$ cat src/hdl/ncc_pkg.sv
// Shared types and constants of the correlator.
// Used by the controller, the datapath, the coefficient unit and the top level.
package ncc_pkg;

  localparam int CFG_W     = 7;
  localparam int IDX_W     = 6;
  localparam int KIND_W    = 2;
  localparam int LEN_RESET = 64;
  localparam int FRAC_BITS = 15;
  localparam int Q_W       = FRAC_BITS + 1;      // root magnitude, up to 1.0
  localparam int DIV_STEPS = 2 * FRAC_BITS;      // fraction bits of the squared ratio
  localparam int QD_W      = DIV_STEPS + 1;
  localparam int COEF_W    = 16;
  localparam int LAG_W     = 20;
  localparam logic [LAG_W-1:0]  LAG_MAX  = {LAG_W{1'b1}};
  localparam logic [COEF_W-1:0] COEF_MAX = {1'b0, {(COEF_W-1){1'b1}}};

  typedef enum logic [KIND_W-1:0] {
    KIND_TMPL    = 2'd0,
    KIND_IMAGE   = 2'd1,
    KIND_RESTART = 2'd2,
    KIND_SPARE   = 2'd3
  } kind_t;

  // what one multiply-accumulate issue does
  typedef enum logic [1:0] {
    OP_DOT = 2'd0,   // template tap times window tap
    OP_TSQ = 2'd1,   // template tap squared
    OP_OLD = 2'd2,   // leaving window sample squared, subtracted
    OP_NEW = 2'd3    // arriving sample squared
  } mac_op_t;

  typedef struct packed {
    logic    cfg_load;
    logic    in_take;
    logic    sweep_init;
    logic    issue;
    mac_op_t op;
    logic    img_commit;
    logic    te_store;
    logic    coef_start;
    logic    result_load;
  } dp_cmd_t;

  typedef struct packed {
    logic tap_last;
    logic mac_busy;
    logic will_fill;
    logic zero_energy;
    logic coef_done;
    logic out_free;
  } dp_stat_t;

endpackage

$ cat src/hdl/ncc_ctrl.sv
// Controller of the correlator: sequences sweeps, energy updates and results.
// Depends on ncc_pkg for the command, status and kind types.
module ncc_ctrl import ncc_pkg::*; (
  input  logic     clk,
  input  logic     rst_n,
  input  logic     in_valid,
  input  logic [KIND_W-1:0] in_kind,
  input  logic     cfg_valid,
  input  dp_stat_t stat,
  output logic     in_stall,
  output logic     cfg_ready,
  output dp_cmd_t  cmd
);

  typedef enum logic [11:0] {
    ST_IDLE      = 12'b000000000001,
    ST_TE_INIT   = 12'b000000000010,
    ST_TE_RUN    = 12'b000000000100,
    ST_TE_WAIT   = 12'b000000001000,
    ST_IMG_OLD   = 12'b000000010000,
    ST_IMG_NEW   = 12'b000000100000,
    ST_IMG_WAIT  = 12'b000001000000,
    ST_DOT_INIT  = 12'b000010000000,
    ST_DOT_RUN   = 12'b000100000000,
    ST_DOT_WAIT  = 12'b001000000000,
    ST_COEF_WAIT = 12'b010000000000,
    ST_RESULT    = 12'b100000000000
  } state_t;

  state_t state_r, state_nxt;

  always_ff @(posedge clk) begin
    if (!rst_n) begin
      state_r <= ST_IDLE;
    end else begin
      state_r <= state_nxt;
    end
  end

  // next state and commands
  always_comb begin
    state_nxt = state_r;
    cmd       = '0;
    cmd.op    = OP_DOT;
    in_stall  = 1'b1;
    cfg_ready = 1'b0;
    case (state_r)
      ST_IDLE: begin
        cfg_ready = 1'b1;
        in_stall  = cfg_valid;      // a register write wins
        if (cfg_valid) begin
          cmd.cfg_load = 1'b1;
          state_nxt    = ST_TE_INIT;
        end else if (in_valid) begin
          cmd.in_take = 1'b1;
          case (kind_t'(in_kind))
            KIND_TMPL:  state_nxt = ST_TE_INIT;
            KIND_IMAGE: state_nxt = ST_IMG_OLD;
            default:    state_nxt = ST_IDLE;
          endcase
        end
      end
      ST_TE_INIT: begin
        cmd.sweep_init = 1'b1;
        state_nxt      = ST_TE_RUN;
      end
      ST_TE_RUN: begin
        cmd.issue = 1'b1;
        cmd.op    = OP_TSQ;
        if (stat.tap_last) state_nxt = ST_TE_WAIT;
      end
      ST_TE_WAIT: begin
        if (!stat.mac_busy) begin
          cmd.te_store = 1'b1;
          state_nxt    = ST_IDLE;
        end
      end
      ST_IMG_OLD: begin
        cmd.issue = 1'b1;
        cmd.op    = OP_OLD;
        state_nxt = ST_IMG_NEW;
      end
      ST_IMG_NEW: begin
        cmd.issue = 1'b1;
        cmd.op    = OP_NEW;
        state_nxt = ST_IMG_WAIT;
      end
      ST_IMG_WAIT: begin
        if (!stat.mac_busy) begin
          cmd.img_commit = 1'b1;
          state_nxt      = stat.will_fill ? ST_DOT_INIT : ST_IDLE;
        end
      end
      ST_DOT_INIT: begin
        cmd.sweep_init = 1'b1;
        state_nxt      = ST_DOT_RUN;
      end
      ST_DOT_RUN: begin
        cmd.issue = 1'b1;
        cmd.op    = OP_DOT;
        if (stat.tap_last) state_nxt = ST_DOT_WAIT;
      end
      ST_DOT_WAIT: begin
        if (!stat.mac_busy) begin
          if (stat.zero_energy) begin
            state_nxt = ST_RESULT;
          end else begin
            cmd.coef_start = 1'b1;
            state_nxt      = ST_COEF_WAIT;
          end
        end
      end
      ST_COEF_WAIT: begin
        if (stat.coef_done) state_nxt = ST_RESULT;
      end
      ST_RESULT: begin
        if (stat.out_free) begin
          cmd.result_load = 1'b1;
          state_nxt       = ST_IDLE;
        end
      end
      default: state_nxt = ST_IDLE;
    endcase
  end

endmodule

$ cat config.mk
export PLATFORM = sky130hd
export DESIGN_NAME = ncc_ctrl
export DESIGN_NICKNAME = d
export VERILOG_FILES = /design/src/hdl/ncc_pkg.sv /design/src/hdl/ncc_ctrl.sv
export SDC_FILE = /design/constraint.sdc
export NUM_CORES = 1
export LEC_CHECK = 0
export BUFFER_PORTS_ARGS = -buffer_cell sky130_fd_sc_hd__buf_4
export CAP_MARGIN = 20
export CORE_ASPECT_RATIO = 0.75
export CORE_MARGIN = 2
export CORE_UTILIZATION = 52
export CTS_CLUSTER_DIAMETER = 200
export DETAILED_ROUTE_END_ITERATION = 16
export PLACE_DENSITY = 0.74
export SLEW_MARGIN = 10
export SYNTH_ARGS = -nofsm -noshare
export SYNTH_HDL_FRONTEND = slang
export SYNTH_SLANG_ARGS = --single-unit
$ cat constraint.sdc
create_clock -name clk -period 2.6 [get_ports clk]
set_input_delay 0 -clock clk [delete_from_list [all_inputs] [get_ports clk]]
set_output_delay 0 -clock clk [all_outputs]
set_load 0.005 [all_outputs]
==> out/metrics.cfg <==
[min_path]
worstHoldStart=in_kind[0]
worst_hold_path_type=in -> reg

[global_route]
grt_start_max_net_pins=12
grt_pass1_vias=855
gr-usage-all-layers_pct=25.7
first_pass_grt_wire_length_mm=4.20
total_overflow_reported_by_the_global_router=0
initial_antenna_violation_count=0

[placed_design]
hpwl_mm=2.02
buffer_ports.inserted=23
finalWeightedCongestion=0.911

[final_layout]
reg_top3=state_r (12)
multi_input_comb_area_um2=671
final_layout_size_suffix_gt1_share_pct=27.5
filler_cell_count=147
sequential_cell_area_um2=240
registers.top_by_ff_count=state_r
flip_flop_count_of_the_largest_register_all_copies_and_words_added=12
area.growth.synth_to_final_pct=22.6
final_nets=155
diodes=0

[power_and_ir_drop]
power_leakage_nw=0.490
powerDensity_mw_per_mm2=493
maximum_vdd_drop_uv=372

[sta]
grt_setup_unrepaired=false
fin_crit_sh_pct=81.7
setup_viol=0
final_period_minus_worst_setup_slack_ns=2.13
worst_slew_pin_slew_ns=0.578
achievable-frequency_mhz=470
timing.max_slew.rel_slack_pct=61.2
fin_tns_setup_ns=0
maxSlewViolCount=0
timing_hold_violations_final=0
fin_hold_ws_ns=0.0218
final.setup_skew_ns=0.00332

[worst_setup_path]
worst_setup_path_start=state_r[8]
endpoint_required_time_on_the_critical_path_ns=2.60
critPathCaptureType=output port
criticalPathCategory=reg -> out
timing.reg2reg.worst_path_depth=5
path_max_fanout=9
reg_to_reg_startpoint=state_r[3]
cp-start-kind=flip-flop
worst-endpoint-arrival_ns=2.13
ff2ff_setup_slack_ns=0.53
crit-reg2reg-capture=state_r[0]
crit_end=cmd[8]

[yosys]
synth-seq-area-share_pct=24.6
syn_area_um2=976
synth_area_leader=sky130_fd_sc_hd__dfxtp_1
ys_dominant_reg_cell=sky130_fd_sc_hd__dfxtp_1
netlist-cell-type-count=44
post-synth-top-area-fraction_pct=24.6
synth_fp_nets=131
post_synthesis_register_bit_count=12
synthesis.area_per_instance_um2=8.20
post_synth_edffs=0
synth.yosys.warnings=0
postSynth.asyncResetShare_pct=0
synthesis.instances=119
post_synth_main_area_contributors=sky130_fd_sc_hd__dfxtp_1, sky130_fd_sc_hd__nor4_4, sky130_fd_sc_hd__nor2_1

[route]
number_of_violations_reported_at_the_end_of_detailed_routing_iteration_0=72
detail_route.vias_per_cell=6.37
post-route-drc-count=0
routedLengthMet1_mm=1.25
total_iterations_of_the_first_detailed_routing_run=6
route.detailed.wl_per_inst_um=16.4
wl_met2_mm=1.15
ant_nets=0
routed_wirelength_mm=2.69
highest_layer=met3
wl_met3_um=293
dr_vias=1044

[clock_network]
maximum_count_of_clock_buffers_along_a_single_path=2
ctsHtreeMaxLevel=1
clkSinkCount=12
clk_lat_worst_skew_ns=0.29
ctsRootBufferMaster=sky130_fd_sc_hd__clkbuf_4
cts_buffers=3
worst_setup_hold_path_clk_slew_ns=0.08
clock_tree_from_tritoncts=yes

[die]
rows=13
die_x_um=54.0
chipHeight_um=41.5
floorplan.core_area_mm2=0.00176
floorplan.initialDensity_pct=55.6
floorplan.io_pins=24
die-area_mm2=0.00224

[run_status]
status=finished, final reports clean

[flow_run]
timing.max_cap.violations=0

[area by class of cell]
class / count / share of cell area, %
repair buffers: 26 / 16.9
well taps: 22 / 2.30
inverters: 5 / 1.57
multi-input cells: 95 / 56.1
flip-flops and latches: 12 / 20.1
clock buffers: 4 / 3.03
[cell usage in the layout (no fill, tap or decap), drive strengths merged, types with 2 or more instances in the layout]
cell and n:
and3 2, clkbuf 4, nand4 5, nor2 14
inv 5, or4b 4, nand3 5, nor4 9
buf 23, nand2 7, dlygate4sd3 3, or4 3
a21oi 5, xor2 2, a32oi 2, o21ai 5
xnor2 2, dfxtp 12, nor4b 3, nor3 9
[timing repair]
action,CTS,global route
buffers inserted,0,0
endpoints found under the hold margin,4,0
resized for setup,0,0
hold buffers,3,0
[worst max-delay path: stages, from the launching register on]
cell and delay, ns:
sky130_fd_sc_hd__dfxtp_1 0.41, sky130_fd_sc_hd__nor4_4 0.60, sky130_fd_sc_hd__nand2_2 0.19, sky130_fd_sc_hd__or3_4 0.43
sky130_fd_sc_hd__nor2_1 0.10, sky130_fd_sc_hd__buf_4 0.11
[metrics by stage]
stage	power (mW)	instances	area, um^2	setup slack (ns)	util (%)
3_5_place_dp	0.430	157	1130	0.579	64.3
2_1_floorplan	0.360	119	976	0.791	-
5_1_grt	0.622	164	1200	0.397	68.1
3_3_place_gp	0.427	157	1130	0.562	64.3
4_1_cts	0.591	164	1200	0.473	68.1
6_report	0.589	164	1200	0.475	68.1
[synth_stat cells (all sizes together), types with 3 or more instances]
cell / n
or4b: 4
buf: 7
nor4b: 3
nand2: 7
nor3: 9
or4: 3
o21ai: 5
a21oi: 5
nand4: 5
nand3: 5
nor2: 14
nor4: 9
inv: 5
dfxtp: 12
[metal layers]
metal	GRT usage [%]	vias to the layer above
li1	-	510
met1	41.0	482
met2	34.6	52
met3	7.55	0
met4	3.00	0
met5	0	-
[power breakdown]
group	total (mW)	switching [mW]	leakage (nW)	internal, mW
Combinational	0.211	0.108	0.372	0.102
Sequential	0.221	0.0284	0.0972	0.193
Clock	0.157	0.0717	0.0210	0.0854
[worst min-delay path by stage]
stage | endpoint | slack (ns) | cells after the start
CTS | state_r[10] | 0.009 | 4
detailed placement | state_r[4] | 0.19 | 2
global route | state_r[4] | 0.01 | 2
floorplan | cmd[3] | 0.03 | 1
global placement | state_r[4] | 0.19 | 2
finish | state_r[4] | 0.02 | 2
[logic make-up (layout without fill, tap and decap cells)]
logic type	after synthesis	after routing	share of synthesized area [%]
simple gates	70	70	49.4
flops	12	12	24.6
buf+inv	12	35	6.67
xor+xnor	4	4	3.59
compound gates	21	21	15.8
(Power assumes the default switching activity.)
